$ cat src/design/gpio_pkg.sv
// Shared types and constants for the GPIO port with pin interrupts.
// Used by the pin lanes, the merging stage, the response skid buffer and the top level.
`default_nettype none

package gpio_pkg;

   localparam int unsigned PortWidth = 32;
   localparam int unsigned ModeWidth = 4;
   localparam int unsigned PinIdxWidth = 5;

   // Pin control word layout.
   localparam int unsigned ModeLsb = 16;
   localparam int unsigned FlagBit = 24;

   // Interrupt mode codes; other codes are stored but never raise a flag.
   localparam logic [ModeWidth-1:0] MODE_DISABLED   = 4'd0;
   localparam logic [ModeWidth-1:0] MODE_LEVEL_ZERO = 4'd8;
   localparam logic [ModeWidth-1:0] MODE_RISING     = 4'd9;
   localparam logic [ModeWidth-1:0] MODE_FALLING    = 4'd10;
   localparam logic [ModeWidth-1:0] MODE_EITHER     = 4'd11;
   localparam logic [ModeWidth-1:0] MODE_LEVEL_ONE  = 4'd12;

   typedef enum logic [1:0] {
      REQ_IDLE  = 2'd0,
      REQ_READ  = 2'd1,
      REQ_WRITE = 2'd2
   } req_kind_type;

   typedef enum logic [2:0] {
      SEL_OUT_DATA = 3'd0,
      SEL_OUT_SET  = 3'd1,
      SEL_OUT_CLR  = 3'd2,
      SEL_IN_DATA  = 3'd3,
      SEL_DIR      = 3'd4,
      SEL_IN_DIS   = 3'd5,
      SEL_PIN_CTL  = 3'd6,
      SEL_FLAGS    = 3'd7
   } reg_sel_type;

   // Control from the top level to one pin lane.
   typedef struct packed {
      logic                 step;       // a request is accepted this cycle
      logic                 cur_level;  // effective input of this pin
      logic                 mode_we;    // pin control write to this pin
      logic [ModeWidth-1:0] mode_wdata;
      logic                 flag_clr;   // write-one-to-clear hit on this pin
   } lane_ctl_type;

   // Status from one pin lane.
   typedef struct packed {
      logic [ModeWidth-1:0] mode;
      logic                 flag;
      logic                 flag_next;
   } lane_sts_type;

   // One response as it is held in the output stage.
   typedef struct packed {
      logic [PortWidth-1:0] rdata;
      logic [PortWidth-1:0] pad_drive;
      logic [PortWidth-1:0] pad_enable;
      logic                 irq;
   } rsp_type;

endpackage

`default_nettype wire

$ cat src/design/gpio_pin_lane.sv
// One pin lane: interrupt mode register, previous level, edge/level detection and flag.
// Depends on gpio_pkg.
`default_nettype none

module gpio_pin_lane (
   input  wire logic                  clock,
   input  wire logic                  reset,
   input  wire gpio_pkg::lane_ctl_type ctl,
   output      gpio_pkg::lane_sts_type sts
);
   import gpio_pkg::*;

   logic [ModeWidth-1:0] mode_ff, mode_in;
   logic                 flag_ff, flag_in;
   logic                 prev_ff, prev_in;
   logic                 hit;

   always_comb begin
      case (mode_ff)
         MODE_LEVEL_ZERO: hit = ~ctl.cur_level;
         MODE_RISING:     hit = ctl.cur_level & ~prev_ff;
         MODE_FALLING:    hit = ~ctl.cur_level & prev_ff;
         MODE_EITHER:     hit = ctl.cur_level ^ prev_ff;
         MODE_LEVEL_ONE:  hit = ctl.cur_level;
         default:         hit = 1'b0;
      endcase
   end

   always_comb begin
      mode_in = mode_ff;
      flag_in = flag_ff;
      prev_in = prev_ff;
      if (ctl.step) begin
         // An event in this cycle wins over a clear in the same cycle.
         flag_in = (flag_ff & ~ctl.flag_clr) | hit;
         prev_in = ctl.cur_level;
         if (ctl.mode_we) begin
            mode_in = ctl.mode_wdata;
         end
      end
   end

   always_ff @(posedge clock) begin
      if (reset) begin
         mode_ff <= MODE_DISABLED;
         flag_ff <= 1'b0;
         prev_ff <= 1'b0;
      end else begin
         mode_ff <= mode_in;
         flag_ff <= flag_in;
         prev_ff <= prev_in;
      end
   end

   assign sts.mode      = mode_ff;
   assign sts.flag      = flag_ff;
   assign sts.flag_next = flag_in;

endmodule

`default_nettype wire

$ cat src/design/gpio_merge.sv
// Merging stage: combines the pin lanes into read data and the interrupt line.
// Depends on gpio_pkg.
`default_nettype none

module gpio_merge (
   input  wire gpio_pkg::lane_sts_type             lane_sts [gpio_pkg::PortWidth],
   input  wire logic [1:0]                         req_kind,
   input  wire logic [2:0]                         reg_sel,
   input  wire logic [gpio_pkg::PinIdxWidth-1:0]   pin_index,
   input  wire logic                               pin_ok,
   input  wire logic [gpio_pkg::PortWidth-1:0]     out_value,
   input  wire logic [gpio_pkg::PortWidth-1:0]     eff_levels,
   input  wire logic [gpio_pkg::PortWidth-1:0]     dir_mask,
   input  wire logic [gpio_pkg::PortWidth-1:0]     in_dis_mask,
   output      logic [gpio_pkg::PortWidth-1:0]     rdata,
   output      logic                               irq
);
   import gpio_pkg::*;

   logic [PortWidth-1:0] flags;
   logic [PortWidth-1:0] flags_next;
   logic [PortWidth-1:0] pin_word;

   always_comb begin
      for (int p = 0; p < PortWidth; p++) begin
         flags[p]      = lane_sts[p].flag;
         flags_next[p] = lane_sts[p].flag_next;
      end
   end

   always_comb begin
      pin_word = '0;
      if (pin_ok) begin
         pin_word[ModeLsb +: ModeWidth] = lane_sts[pin_index].mode;
         pin_word[FlagBit]              = lane_sts[pin_index].flag;
      end
   end

   always_comb begin
      rdata = '0;
      if (req_kind_type'(req_kind) == REQ_READ) begin
         case (reg_sel_type'(reg_sel))
            SEL_OUT_DATA: rdata = out_value;
            SEL_IN_DATA:  rdata = eff_levels;
            SEL_DIR:      rdata = dir_mask;
            SEL_IN_DIS:   rdata = in_dis_mask;
            SEL_PIN_CTL:  rdata = pin_word;
            SEL_FLAGS:    rdata = flags;
            default:      rdata = '0;
         endcase
      end
   end

   assign irq = |flags_next;

endmodule

`default_nettype wire

$ cat src/design/gpio_rsp_skid.sv
// Output register plus one skid entry for the response channel.
// Depends on gpio_pkg.
`default_nettype none

module gpio_rsp_skid (
   input  wire logic              clock,
   input  wire logic              reset,
   input  wire logic              in_valid,
   output      logic              in_ready,
   input  wire gpio_pkg::rsp_type in_data,
   output      logic              out_valid,
   input  wire logic              out_ready,
   output      gpio_pkg::rsp_type out_data
);
   import gpio_pkg::*;

   logic    out_valid_ff, out_valid_in;
   logic    skid_valid_ff, skid_valid_in;
   rsp_type out_data_ff, out_data_in;
   rsp_type skid_data_ff, skid_data_in;
   logic    take;
   logic    put;

   assign in_ready = ~skid_valid_ff;
   assign take     = out_valid_ff & out_ready;
   assign put      = in_valid & ~skid_valid_ff;

   always_comb begin
      out_valid_in  = out_valid_ff;
      skid_valid_in = skid_valid_ff;
      out_data_in   = out_data_ff;
      skid_data_in  = skid_data_ff;
      if (skid_valid_ff) begin
         if (take) begin
            out_data_in   = skid_data_ff;
            skid_valid_in = 1'b0;
         end
      end else if (put) begin
         if (!out_valid_ff || take) begin
            out_data_in  = in_data;
            out_valid_in = 1'b1;
         end else begin
            skid_data_in  = in_data;
            skid_valid_in = 1'b1;
         end
      end else if (take) begin
         out_valid_in = 1'b0;
      end
   end

   always_ff @(posedge clock) begin
      if (reset) begin
         out_valid_ff  <= 1'b0;
         skid_valid_ff <= 1'b0;
      end else begin
         out_valid_ff  <= out_valid_in;
         skid_valid_ff <= skid_valid_in;
      end
      out_data_ff  <= out_data_in;
      skid_data_ff <= skid_data_in;
   end

   assign out_valid = out_valid_ff;
   assign out_data  = out_data_ff;

   // The skid entry only fills behind a waiting output register.
   a_skid_behind_out: assert property (@(posedge clock) disable iff (reset)
      skid_valid_ff |-> out_valid_ff)
      else $error("skid entry valid without output register valid");

   // A request arriving while the output stalls lands in the skid entry.
   a_skid_fills: assert property (@(posedge clock) disable iff (reset)
      (put && out_valid_ff && !out_ready) |=> skid_valid_ff)
      else $error("stalled request was not captured in the skid entry");

   // Nothing is pending right after reset.
   a_reset_empty: assert property (@(posedge clock)
      reset |=> (!out_valid_ff && !skid_valid_ff))
      else $error("response stage not empty after reset");

endmodule

`default_nettype wire

$ cat src/design/gpio_port_with_pin_interrupts_core.sv
// Top level of the GPIO port with per-pin interrupt detection.
// Depends on gpio_pkg, gpio_pin_lane, gpio_merge and gpio_rsp_skid.
//
//   Channel  Handshake                 Payload
//   req      req_valid / req_ready     req_type, req_reg_sel, req_pin_index,
//                                      req_wdata, req_pad_levels
//   rsp      rsp_valid / rsp_ready     rsp_rdata, rsp_pad_drive, rsp_pad_enable, rsp_irq
//
// Each request is processed in the cycle it is accepted: the port registers and every
// pin lane update at that edge, and its response is registered in the output register,
// or in the skid entry while a response waits there. One request per cycle is sustained
// while req_ready stays high. A one-entry skid stage keeps requests flowing while a
// response waits, so req_ready drops only when both output entries are full.
// Reset is synchronous and clears all port registers, modes, flags and previous levels.
`default_nettype none

module gpio_port_with_pin_interrupts_core #(
   parameter int unsigned PIN_COUNT = 32
) (
   input  wire logic        clock,
   input  wire logic        reset,
   input  wire logic        req_valid,
   output      logic        req_ready,
   input  wire logic [1:0]  req_type,
   input  wire logic [2:0]  req_reg_sel,
   input  wire logic [4:0]  req_pin_index,
   input  wire logic [31:0] req_wdata,
   input  wire logic [31:0] req_pad_levels,
   output      logic        rsp_valid,
   input  wire logic        rsp_ready,
   output      logic [31:0] rsp_rdata,
   output      logic [31:0] rsp_pad_drive,
   output      logic [31:0] rsp_pad_enable,
   output      logic        rsp_irq
);
   import gpio_pkg::*;

   // Bits of pins that exist; everything above reads and acts as zero.
   localparam logic [PortWidth-1:0] PinMask = PortWidth'((64'd1 << PIN_COUNT) - 64'd1);

   logic [PortWidth-1:0] out_value_ff, out_value_in;
   logic [PortWidth-1:0] dir_mask_ff, dir_mask_in;
   logic [PortWidth-1:0] in_dis_ff, in_dis_in;

   logic                 accept;
   logic                 is_write;
   logic                 pin_ok;
   logic [PortWidth-1:0] eff_levels;
   logic [PortWidth-1:0] flag_clr;
   logic [PortWidth-1:0] rdata;
   logic                 irq;
   lane_ctl_type         lane_ctl [PortWidth];
   lane_sts_type         lane_sts [PortWidth];
   rsp_type              rsp_new;
   rsp_type              rsp_out;

   assign accept     = req_valid & req_ready;
   assign is_write   = (req_kind_type'(req_type) == REQ_WRITE);
   assign pin_ok     = ({1'b0, req_pin_index} < 6'(PIN_COUNT));
   assign eff_levels = req_pad_levels & ~in_dis_ff & PinMask;

   // Write-one-to-clear flags, either the whole flag register or one pin control word.
   always_comb begin
      flag_clr = '0;
      if (is_write) begin
         if (reg_sel_type'(req_reg_sel) == SEL_FLAGS) begin
            flag_clr = req_wdata;
         end else if ((reg_sel_type'(req_reg_sel) == SEL_PIN_CTL) && pin_ok) begin
            flag_clr[req_pin_index] = req_wdata[FlagBit];
         end
      end
   end

   // Port-wide registers.
   always_comb begin
      out_value_in = out_value_ff;
      dir_mask_in  = dir_mask_ff;
      in_dis_in    = in_dis_ff;
      if (accept && is_write) begin
         case (reg_sel_type'(req_reg_sel))
            SEL_OUT_DATA: out_value_in = req_wdata & PinMask;
            SEL_OUT_SET:  out_value_in = (out_value_ff | req_wdata) & PinMask;
            SEL_OUT_CLR:  out_value_in = out_value_ff & ~req_wdata;
            SEL_DIR:      dir_mask_in  = req_wdata & PinMask;
            SEL_IN_DIS:   in_dis_in    = req_wdata & PinMask;
            default:      out_value_in = out_value_ff;
         endcase
      end
   end

   always_ff @(posedge clock) begin
      if (reset) begin
         out_value_ff <= '0;
         dir_mask_ff  <= '0;
         in_dis_ff    <= '0;
      end else begin
         out_value_ff <= out_value_in;
         dir_mask_ff  <= dir_mask_in;
         in_dis_ff    <= in_dis_in;
      end
   end

   // One lane per existing pin; lanes for absent pins are tied off to zero.
   for (genvar p = 0; p < PortWidth; p++) begin : g_lane
      if (p < PIN_COUNT) begin : g_pin
         always_comb begin
            lane_ctl[p].step       = accept;
            lane_ctl[p].cur_level  = eff_levels[p];
            lane_ctl[p].mode_we    = is_write && pin_ok &&
                                     (reg_sel_type'(req_reg_sel) == SEL_PIN_CTL) &&
                                     (req_pin_index == PinIdxWidth'(p));
            lane_ctl[p].mode_wdata = req_wdata[ModeLsb +: ModeWidth];
            lane_ctl[p].flag_clr   = flag_clr[p];
         end

         gpio_pin_lane u_lane (
            .clock (clock),
            .reset (reset),
            .ctl   (lane_ctl[p]),
            .sts   (lane_sts[p])
         );
      end else begin : g_absent
         assign lane_ctl[p] = '0;
         assign lane_sts[p] = '0;
      end
   end

   gpio_merge u_merge (
      .lane_sts    (lane_sts),
      .req_kind    (req_type),
      .reg_sel     (req_reg_sel),
      .pin_index   (req_pin_index),
      .pin_ok      (pin_ok),
      .out_value   (out_value_ff),
      .eff_levels  (eff_levels),
      .dir_mask    (dir_mask_ff),
      .in_dis_mask (in_dis_ff),
      .rdata       (rdata),
      .irq         (irq)
   );

   // The response carries the read data and the port state after this request.
   always_comb begin
      rsp_new.rdata      = rdata;
      rsp_new.pad_drive  = out_value_in;
      rsp_new.pad_enable = dir_mask_in;
      rsp_new.irq        = irq;
   end

   gpio_rsp_skid u_rsp (
      .clock     (clock),
      .reset     (reset),
      .in_valid  (req_valid),
      .in_ready  (req_ready),
      .in_data   (rsp_new),
      .out_valid (rsp_valid),
      .out_ready (rsp_ready),
      .out_data  (rsp_out)
   );

   assign rsp_rdata      = rsp_out.rdata;
   assign rsp_pad_drive  = rsp_out.pad_drive;
   assign rsp_pad_enable = rsp_out.pad_enable;
   assign rsp_irq        = rsp_out.irq;

   // Drive and enable never show pins that do not exist.
   a_drive_masked: assert property (@(posedge clock) disable iff (reset)
      rsp_valid |-> (((rsp_pad_drive | rsp_pad_enable) & ~PinMask) == '0))
      else $error("pad drive or enable set on an absent pin");

   // A write to the read-only input data register changes no port register.
   a_in_data_ro: assert property (@(posedge clock) disable iff (reset)
      (accept && is_write && (reg_sel_type'(req_reg_sel) == SEL_IN_DATA)) |=>
      ($stable(out_value_ff) && $stable(dir_mask_ff) && $stable(in_dis_ff)))
      else $error("write to input data changed a port register");

   // Port registers only move when a request is accepted.
   a_hold_idle: assert property (@(posedge clock) disable iff (reset)
      !accept |=> ($stable(out_value_ff) && $stable(dir_mask_ff) && $stable(in_dis_ff)))
      else $error("port register changed without an accepted request");

endmodule

`default_nettype wire

$ cat config.mk
export PLATFORM = sky130hd
export DESIGN_NAME = gpio_port_with_pin_interrupts_core
export DESIGN_NICKNAME = d
export VERILOG_FILES = /design/src/design/gpio_pkg.sv /design/src/design/gpio_pin_lane.sv /design/src/design/gpio_merge.sv /design/src/design/gpio_rsp_skid.sv /design/src/design/gpio_port_with_pin_interrupts_core.sv
export SDC_FILE = /design/constraint.sdc
export NUM_CORES = 1
export LEC_CHECK = 0
export BUFFER_PORTS_ARGS = -buffer_cell sky130_fd_sc_hd__buf_4
export CORE_MARGIN = 4
export CORE_UTILIZATION = 29
export DETAILED_ROUTE_END_ITERATION = 8
export HOLD_SLACK_MARGIN = 0.08
export MAX_ROUTING_LAYER = met4
export PLACE_DENSITY_LB_ADDON = 0.25
export SYNTH_ARGS = -nofsm -noshare
export SYNTH_HDL_FRONTEND = slang
export SYNTH_SLANG_ARGS = --single-unit
$ cat constraint.sdc
create_clock -name clock -period 14.8 [get_ports clock]
set_input_delay 1.48 -clock clock [delete_from_list [all_inputs] [get_ports clock]]
set_output_delay 1.48 -clock clock [all_outputs]
set_load 0.01 [all_outputs]
# Yosys cells after proc, flatten, opt, wreduce, memory -nomap -nowiden
# Index checks and enable logic that the tools add are counted.
# classes
order_cmp,3
eq_ne,202
n_mux,89
n_bitwise,267
n_reduce_logical,79
# ops
cell,count
"== test 4 bit, second input constant",160
two-way mux 97 bit,4
two-way mux 32 bit,7
one-hot mux 32 bit (6 select lines),1
one-hot mux 1 bit (5 select lines),32
AND 1 bit,98
NOT 1 bit,98
AND 32 bit,3
one-hot mux 32 bit (3 select lines),1
"== test 5 bit, second input constant",16
AND reduction 2 bit,33
NOT 32 bit,2
"== test 5 x 4 -> 1 bit, second input constant",8
two-way mux 1 bit,40
logical AND 1 bit,35
OR 1 bit,32
OR 32 bit,1
OR reduction 32 bit,1
XOR 1 bit,32
binary-select mux 6 bit (select 5 bit),1
"== test 5 x 3 -> 1 bit, second input constant",4
"== test 3 bit, second input constant",4
two-way mux 6 bit,2
"== test 5 x 2 -> 1 bit, second input constant",2
18 further kinds,23
# word_totals
ff_bits,484
out_inout_bits,99

# Depth between registers and ports, before layout
# Gate-level depths: netlist (run 1).
# depth
depth_word,20
depth_mapped,11
depth_no_buf,10

# By module
# A second synthesis (run 1) with hierarchy kept.
# unflattened
hier_cells,2657
area_unflattened_um2,25826.0
# modules_own_cells
mod,n_inst,cells_each,area_per_inst_um2
gpio_pin_lane,32,41,314.1
gpio_rsp_skid,1,315,7138.1
gpio_port_with_pin_interrupts_core,1,686,5811.8
gpio_merge,1,344,2826.5

# Least setup slack after synthesis (run 1)
# No wires, ideal clock.
# synth_timing
kind,input port to flip-flop
from,in req_valid
to,"reg u_rsp.out_data_ff (netlist bit u_rsp.out_data[0]), enable pin"
arrival_ns,6.986
required_time_ns,14.215
setup_slack_ns,7.229
stages,5
cell_sequence,nor2b_1 -> clkbuf_1 -> clkbuf_1 -> a21oi_1 -> a21oi_1
# synth_between
elab_chain_len,3
# synth_lines
item,line,text
from (decl),gpio_port_with_pin_interrupts_core.sv:22,"input wire logic req_valid,"
AND 1 bit,gpio_rsp_skid.sv:26,assign put = in_valid & ~skid_valid_ff;
nonzero test 2 bit (no line),-,
AND reduction 3 bit (no line),-,
to (signal assigned),gpio_rsp_skid.sv:59,out_data_ff <= out_data_in;
to (decl),gpio_rsp_skid.sv:19,"rsp_type out_data_ff, out_data_in;"
# Every way passes these cells.
# A chain may end at the register's enable or synchronous reset.

==> results.tsv, run 1 <==
stage	metric	value	unit
detailed_routing	vias	18801	
logic_synthesis	synth_area_leaders	edfxtp_1 (25%), dfxtp_1 (24%), nand2_1 (6.8%), mux2_2 (6.2%), a21oi_1 (5.3%)	
detailed_routing	wirelength	80400	um
logic_synthesis	yosysTopAreaCell	edfxtp_1	
placement	place_ws	9.89	ns
worst_setup_path	worst_path_dominant_cell_family	simple AND/OR/NAND/NOR gates	
worst_setup_path	start_kind	input pin	
detailed_routing	wl_per_cell	22.1	um
layout	drive_above_1_share	0.191	
clocking	post_cts_buffers	0	
power	switching_power	0.000755	W
worst_setup_path	worst_ep_arrival_time	4.70	ns
layout	final_util	0.343	
clocking	insertion_delay	0.61	ns
detailed_routing	viasPerCell	5.18	
detailed_routing	antenna_left	0	
logic_synthesis	ys_async_sr_fraction	0	
timing	fmax	228	MHz
logic_synthesis	netlist_area	23700	sq um
logic_synthesis	postSynthCellCount	2428	
logic_synthesis	ys_seq_elements	484	
floorplanning	placementRows	104	
floorplanning	initial_core_util	0.294	
worst_setup_path	crit_chain	buf_4, nand4bb_1, nor4b_4, nand2_1, a32oi_1, nand4_1, nor4_1, a41oi_1	
logic_synthesis	ys_top_cells_by_count	nand2_1 (432), dfxtp_1 (290), a21oi_1 (253)	
clocking	clock-sinks	484	
placement	place.gp.congestion	0.910	
power	seqPwrFrac	0.474	
placement	hpwl	56200	um
worst_setup_path	worst-setup-path-type	input pin to register	
detailed_routing	drc	0	
power	clockPowerShare	0.441	
power	leakage	9.89	nW
timing	final.setup.tns	0	ns
logic_synthesis	synth_top_area_share	0.246	
floorplanning	io-pin-count	177	
clocking	cts_resized	0	
global_route	grt_pass1_wl	119000	um
clocking	htree_levels	2	
clocking	clk_pin_slew	0.06	ns
clocking	cts_tree	built	
run	cap_violations	0	
logic_synthesis	syn_nets	2570	
floorplanning	dieHeight	294	um
detailed_routing	drt_pass1_iterations	7	
power	peakVddDrop	0.0855	mV
timing	rsz0062_at_grt	false	
clocking	root_buffer	clkbuf_16	
logic_synthesis	synth_most_common_cell	nand2_1	
power	power.total	0.00301	W
worst_setup_path	required	15.12	ns
logic_synthesis	ys.flop_type	dfxtp_1	
timing	setup_slack	10.42	ns
worst_setup_path	cpMaxStageDelayCell	nor4b_4	
layout	area_growth	16.7	%
global_route	track_usage	0.185	
global_route	antenna_found_initial	4	
clocking	cts_buffer_depth	3	
logic_synthesis	synthDistinctLibCells	54	
timing	tightestPinTransition	1.14	ns
logic_synthesis	synth-edff-count	194	
clocking	hold_buffers	0	
timing	skew	0.0123	ns
outcome	status	completed	
timing	hold_viol_final	0	
clocking	numCtsBuffers	52	
placement	port_buffers	176	
global_route	grt_pass1_vias	18205	
floorplanning	core	80800	sq um
layout	fin_nets	2667	
timing	setup_viol	0	
worst_setup_path	path_buf_inv	1	
timing	fin_crit_sh	0.296	
timing	fin_crit	4.38	ns
logic_synthesis	ys_seq_area_frac	0.490	
logic_synthesis	syn_area_per_cell	9.77	sq um
timing	relSlewSlack	0.234	
power	intPower	0.00226	W
global_route	gr-total-overflow	0	
global_route	grt_start_max_net_pins	131	
layout	fillers	8122	
worst_setup_path	path_max_fanout	16	
min_path	holdCritPathClass	register to register	
worst_setup_path	end_kind	register	
timing	slew_violations	0	
power	p_sw_frac	0.250	
worst_setup_path	cp_slowest_stage_delay	1.01	ns
floorplanning	fp.dieW	294	um
floorplanning	dieArea	86400	sq um
detailed_routing	first_iter_violations	1628	
power	share_comb_of_total_power	0.085	
power	powerDensity	109	nW/um^2
logic_synthesis	yosys_warnings	0	
-- worst min-delay path, delay by kind of cell (launching register included) --
kind / cells / cell delay (ns)
flops: 1 / 0.31
simple gates: 1 / 0.05
compound gates: 1 / 0.05
-- logic make-up after synthesis --
kind of cell	count (synthesis)	share of synthesized area
adder cells (fa/ha/maj)	64	0.0338
multiplexers	278	0.151
AND/OR/NAND/NOR	916	0.178
flip-flops	484	0.490
AO/OA/AOI/OAI	458	0.109
XOR/XNOR	2	0.000739
buffers and inverters	226	0.0378
-- state kept, by name (all words and copies together) (netlist names) --
signal / flops
dir_mask_ff: 32
u_rsp.skid_data_ff: 97
in_dis_ff: 32
g_lane.g_pin.u_lane.mode_ff: 128
g_lane.g_pin.u_lane.flag_ff: 32
out_value_ff: 32
u_rsp.skid_valid_ff: 1
g_lane.g_pin.u_lane.prev_ff: 32
u_rsp.out_data: 97
u_rsp.out_valid: 1
-- power groups by stage --
stage          sequential (W)  combinational [W]  clock, W
6_report              0.00143           0.000255   0.00133
5_1_grt               0.00143           0.000273   0.00141
4_1_cts               0.00143           0.000257   0.00136
3_5_place_dp          0.00146           0.000256         0
3_3_place_gp          0.00146           0.000253         0
2_1_floorplan         0.00147           0.000127         0
-- area by class of cell --
| type | count | area, sq um | area share |
|---|---|---|---|
| Antenna cell | 2 | 5.00 | 0.000181 |
| Tap cell | 1060 | 1330 | 0.0479 |
| Multi-Input combinational cell | 1718 | 11200 | 0.406 |
| Clock inverter | 31 | 297 | 0.0107 |
| Timing Repair Buffer | 200 | 1510 | 0.0545 |
| Sequential cell | 484 | 11600 | 0.420 |
| Clock buffer | 67 | 1410 | 0.0509 |
| Inverter | 69 | 259 | 0.00936 |
-- per-layer routing --
metal	vias to the layer above	share of wire	wire (um)	track usage
met5	-	0	0	-
met4	0	0.019	1560	0.0373
met3	109	0.068	5490	0.0288
met2	647	0.46	37200	0.294
met1	9282	0.45	36200	0.253
li1	8763	-	-	-
-- placed cells by master (no fill, tap or decap), drive strengths merged, types with 2 or more instances in the layout --
| master | netlist | routed |
|---|---|---|
| buf | 42 | 199 |
| edfxtp | 194 | 194 |
| mux4 | 50 | 50 |
| xnor2 | 2 | 2 |
| nand3b | 3 | 3 |
| a32oi | 27 | 27 |
| diode | 0 | 2 |
| nor4b | 2 | 2 |
| nand3 | 97 | 97 |
| dfxtp | 290 | 290 |
| o31ai | 30 | 30 |
| o21ai | 95 | 95 |
| nand2 | 434 | 434 |
| clkbuf | 115 | 68 |
| clkinv | 0 | 22 |
| nand2b | 67 | 67 |
| a21oi | 253 | 253 |
| inv | 69 | 71 |
| nand4 | 6 | 6 |
| mux2 | 130 | 130 |
| ha | 64 | 64 |
| nor4 | 8 | 8 |
| nor2 | 194 | 194 |
| clkinvlp | 0 | 2 |
| nor3 | 18 | 18 |
| and2 | 2 | 2 |
| a32o | 4 | 4 |
| a22o | 6 | 6 |
| a222oi | 2 | 2 |
| nor2b | 77 | 77 |
| and3 | 2 | 2 |
| mux2i | 98 | 98 |
| bufinv | 0 | 5 |
| o21a | 2 | 2 |
| o22ai | 31 | 31 |
| o221ai | 3 | 3 |
-- path summary, 6_finish.rpt --
path,start,end,slack [ns],depth (start not counted)
setup reg to reg,u_rsp.skid_valid_ff$_SDFF_PP0_,u_rsp.out_data[0]$_DFFE_PP_,11.08,7
hold / removal,in_dis_ff[1]$_SDFFE_PP0P_,in_dis_ff[1]$_SDFFE_PP0P_,0.46,2
hold reg to reg,in_dis_ff[1]$_SDFFE_PP0P_,in_dis_ff[1]$_SDFFE_PP0P_,0.46,2
setup / recovery,req_type[0],u_rsp.out_data[0]$_DFFE_PP_,10.42,8
-- stage by stage --
stage	hold WS (ns)	instances	area (sq um)
final	0.464	3631	27700
after global routing	0.488	3631	27700
after CTS	0.466	3629	27700
after detailed placement	0.459	3531	26000
after global placement	0.452	3531	26000
after floorplan	0.444	2428	23700
Power figures use the tool's default switching activity.
==> run 2: changes to the inputs <==
clock period = 3.8 ns   (was 14.8 ns; I/O delays follow)
==> run 2 against run 1 <==
Net effect: clock-buffer cell count up 13; global-route usage is 0.42 points higher; non-clock buffer count rose by 62; core utilization is 0.66 points higher; first-iteration DRC count grew 7.9%; critical path type is now register to register; wire length up 1.7%; critical endpoint unchanged; setup slack got worse by 9.7 ns.
==> results.tsv, run 2 (same netlist as run 1, synthesis figures left out) <==
stage	metric	value	unit	change
outcome	status	completed		
global_route	gr-total-overflow	0		unchanged
power	leakage	10.2	nW	+2.9%
clocking	cts_tree	built		
layout	multiInputGateArea	11200	sq um	about the same
timing	relSlewSlack	0.346		+0.113
timing	fmax	327	MHz	
layout	fin_nets	2729		+2.3%
power	peakVddDrop	0.293	mV	+240%
placement	hpwl	58300	um	+3.7%
layout	layout_commonest_cell	nand2_1		
clocking	numCtsBuffers	52		unchanged
layout	largest_reg_flops	128		unchanged
timing	fin_crit	3.06	ns	
placement	place.gp.congestion	0.949		+4.3%
worst_setup_path	start_kind	register		
worst_setup_path	worstSetupStartpoint	u_rsp.skid_valid_ff$_SDFF_PP0_		
detailed_routing	antenna_left	0		unchanged
clocking	htree_levels	2		unchanged
layout	fin_area	28200	sq um	+1.9%
detailed_routing	wl_per_cell	22.1	um	about the same
detailed_routing	wirelength	81700	um	+1.7%
clocking	cts_buffer_depth	3		unchanged
floorplanning	placementRows	104		unchanged
global_route	grt_pass1_wl	122000	um	+2.4%
worst_setup_path	worst_ep_arrival_time	3.36	ns	-1.34 ns
global_route	antenna_found_initial	6		+2
floorplanning	dieHeight	294	um	unchanged
layout	regMostFlops	g_lane.g_pin.u_lane.mode_ff		
worst_setup_path	r2r_start	u_rsp.skid_valid_ff$_SDFF_PP0_		
timing	slew_violations	0		unchanged
layout	drive_above_1_share	0.201		+0.00987
timing	final.setup.tns	0	ns	unchanged
detailed_routing	drt_pass1_iterations	5		-2
layout	mostFrequentLayoutCells	nand2_1 (432), dfxtp_1 (289), a21oi_1 (252)		
clocking	insertion_delay	0.62	ns	about the same
global_route	track_usage	0.189		+0.00421
detailed_routing	viasPerCell	5.19		+0.19%
floorplanning	dieArea	86400	sq um	unchanged
floorplanning	core	80800	sq um	unchanged
worst_setup_path	r2r_slack	0.74	ns	-10.34 ns
detailed_routing	drc	0		unchanged
clocking	post_cts_buffers	0		unchanged
min_path	holdCritPathClass	input pin to register		
worst_setup_path	end_kind	register		
worst_setup_path	endpoint	u_rsp.out_data[0]$_DFFE_PP_		
layout	fillers	8104		-0.22%
timing	fin_crit_sh	0.805		
placement	port_buffers	176		unchanged
placement	placed_area	26300	sq um	+1.2%
floorplanning	fp.dieW	294	um	unchanged
global_route	grt_pass1_vias	18663		+2.5%
timing	rsz0062_at_grt	false		
floorplanning	initial_core_util	0.294		unchanged
worst_setup_path	required	4.11	ns	-11.01 ns
clocking	root_buffer	clkbuf_16		
clocking	clk_pin_slew	0.06	ns	about the same
worst_setup_path	r2r_end	u_rsp.out_data[0]$_DFFE_PP_		
timing	hold_viol_final	0		unchanged
layout	regArea	11600	sq um	unchanged
run	cap_violations	0		unchanged
detailed_routing	vias	19154		+1.9%
layout	area_growth	19.0	%	
timing	setup_viol	0		unchanged
global_route	grt_start_max_net_pins	112		-15%
worst_setup_path	path_max_fanout	10		-6
worst_setup_path	worst-setup-path-type	register to register		
power	powerDensity	412	nW/um^2	+280%
worst_setup_path	rr_worst_depth	9		+2
floorplanning	io-pin-count	177		unchanged
timing	skew	0.0277	ns	+0.0153 ns
detailed_routing	first_iter_violations	1757		+7.9%
clocking	clock-sinks	484		unchanged
timing	tightestPinTransition	0.981	ns	-0.159 ns
[run 2: cell types whose count changed in the layout (fill, tap and decap cells not counted), moves of 8 or more]
cell	before	now
buf_4	199	230
clkbuf_1	11	19
clkinv_1	15	0
dlygate4sd3_1	0	27
[run 2: per-stage QoR]
stage	hold WS, ns	instances	setup WS (ns)	utilization	total power, W
after floorplan	0.444	2428	0.542	-	0.00620
after global placement	0.450	3566	0.155	0.325	0.00668
after detailed placement	0.463	3566	0.287	0.325	0.00670
after CTS	0.0830	3687	0.787	0.349	0.0117
after global routing	0.115	3692	0.706	0.349	0.0120
final	0.118	3692	0.742	0.349	0.0116
[run 2: metal layers]
metal	vias up	wire [um]	track usage
li1	8877	-	-
met1	9497	37100	0.260
met2	665	37300	0.295
met3	115	5380	0.0294
met4	0	1940	0.0455
met5	-	0	-
[run 2: repair_timing]
item                      4_1_cts  5_1_grt
hold endpoints to repair       27        0
resized for setup               0        0
hold buffers                   27        0
[run 2: report_power, final]
group	switching [W]	total [W]	internal (W)
logic	0.000674	0.00104	0.000364
registers	0.0000532	0.00557	0.00551
clock network	0.00219	0.00502	0.00283
total	0.00292	0.0116	0.00871
[run 2: worst min-delay path by stage]
stage,slack [ns],startpoint,cells past startpoint,to
after floorplan,0.44,in_dis_ff[30]$_SDFFE_PP0P_,2,in_dis_ff[30]$_SDFFE_PP0P_
after global placement,0.45,in_dis_ff[15]$_SDFFE_PP0P_,2,in_dis_ff[15]$_SDFFE_PP0P_
after detailed placement,0.46,in_dis_ff[4]$_SDFFE_PP0P_,2,in_dis_ff[4]$_SDFFE_PP0P_
after CTS,0.08,req_wdata[9],3,in_dis_ff[9]$_SDFFE_PP0P_
after global routing,0.12,req_wdata[11],3,in_dis_ff[11]$_SDFFE_PP0P_
final,0.12,req_valid,3,u_rsp.skid_valid_ff$_SDFF_PP0_
[run 2: layout make-up]
cell class	instances	area share
clock buffers	80	0.0538
clock inverters	14	0.00466
inverters	69	0.00918
repair buffers	262	0.0741
diodes	5	0.000443
flip-flops and latches	484	0.412
well taps	1060	0.0470
multi-input cells	1718	0.398
[run 2: worst max-delay path, cell delays in order, from the launching register on]
cell	delay, ns
dfxtp_2	0.34
nand4bb_1	0.18
buf_4	0.21
nor4b_4	0.52
buf_4	0.23
nand2_1	0.07
a32oi_1	0.49
nand4_1	0.33
nor2_1	0.21
a41oi_1	0.15
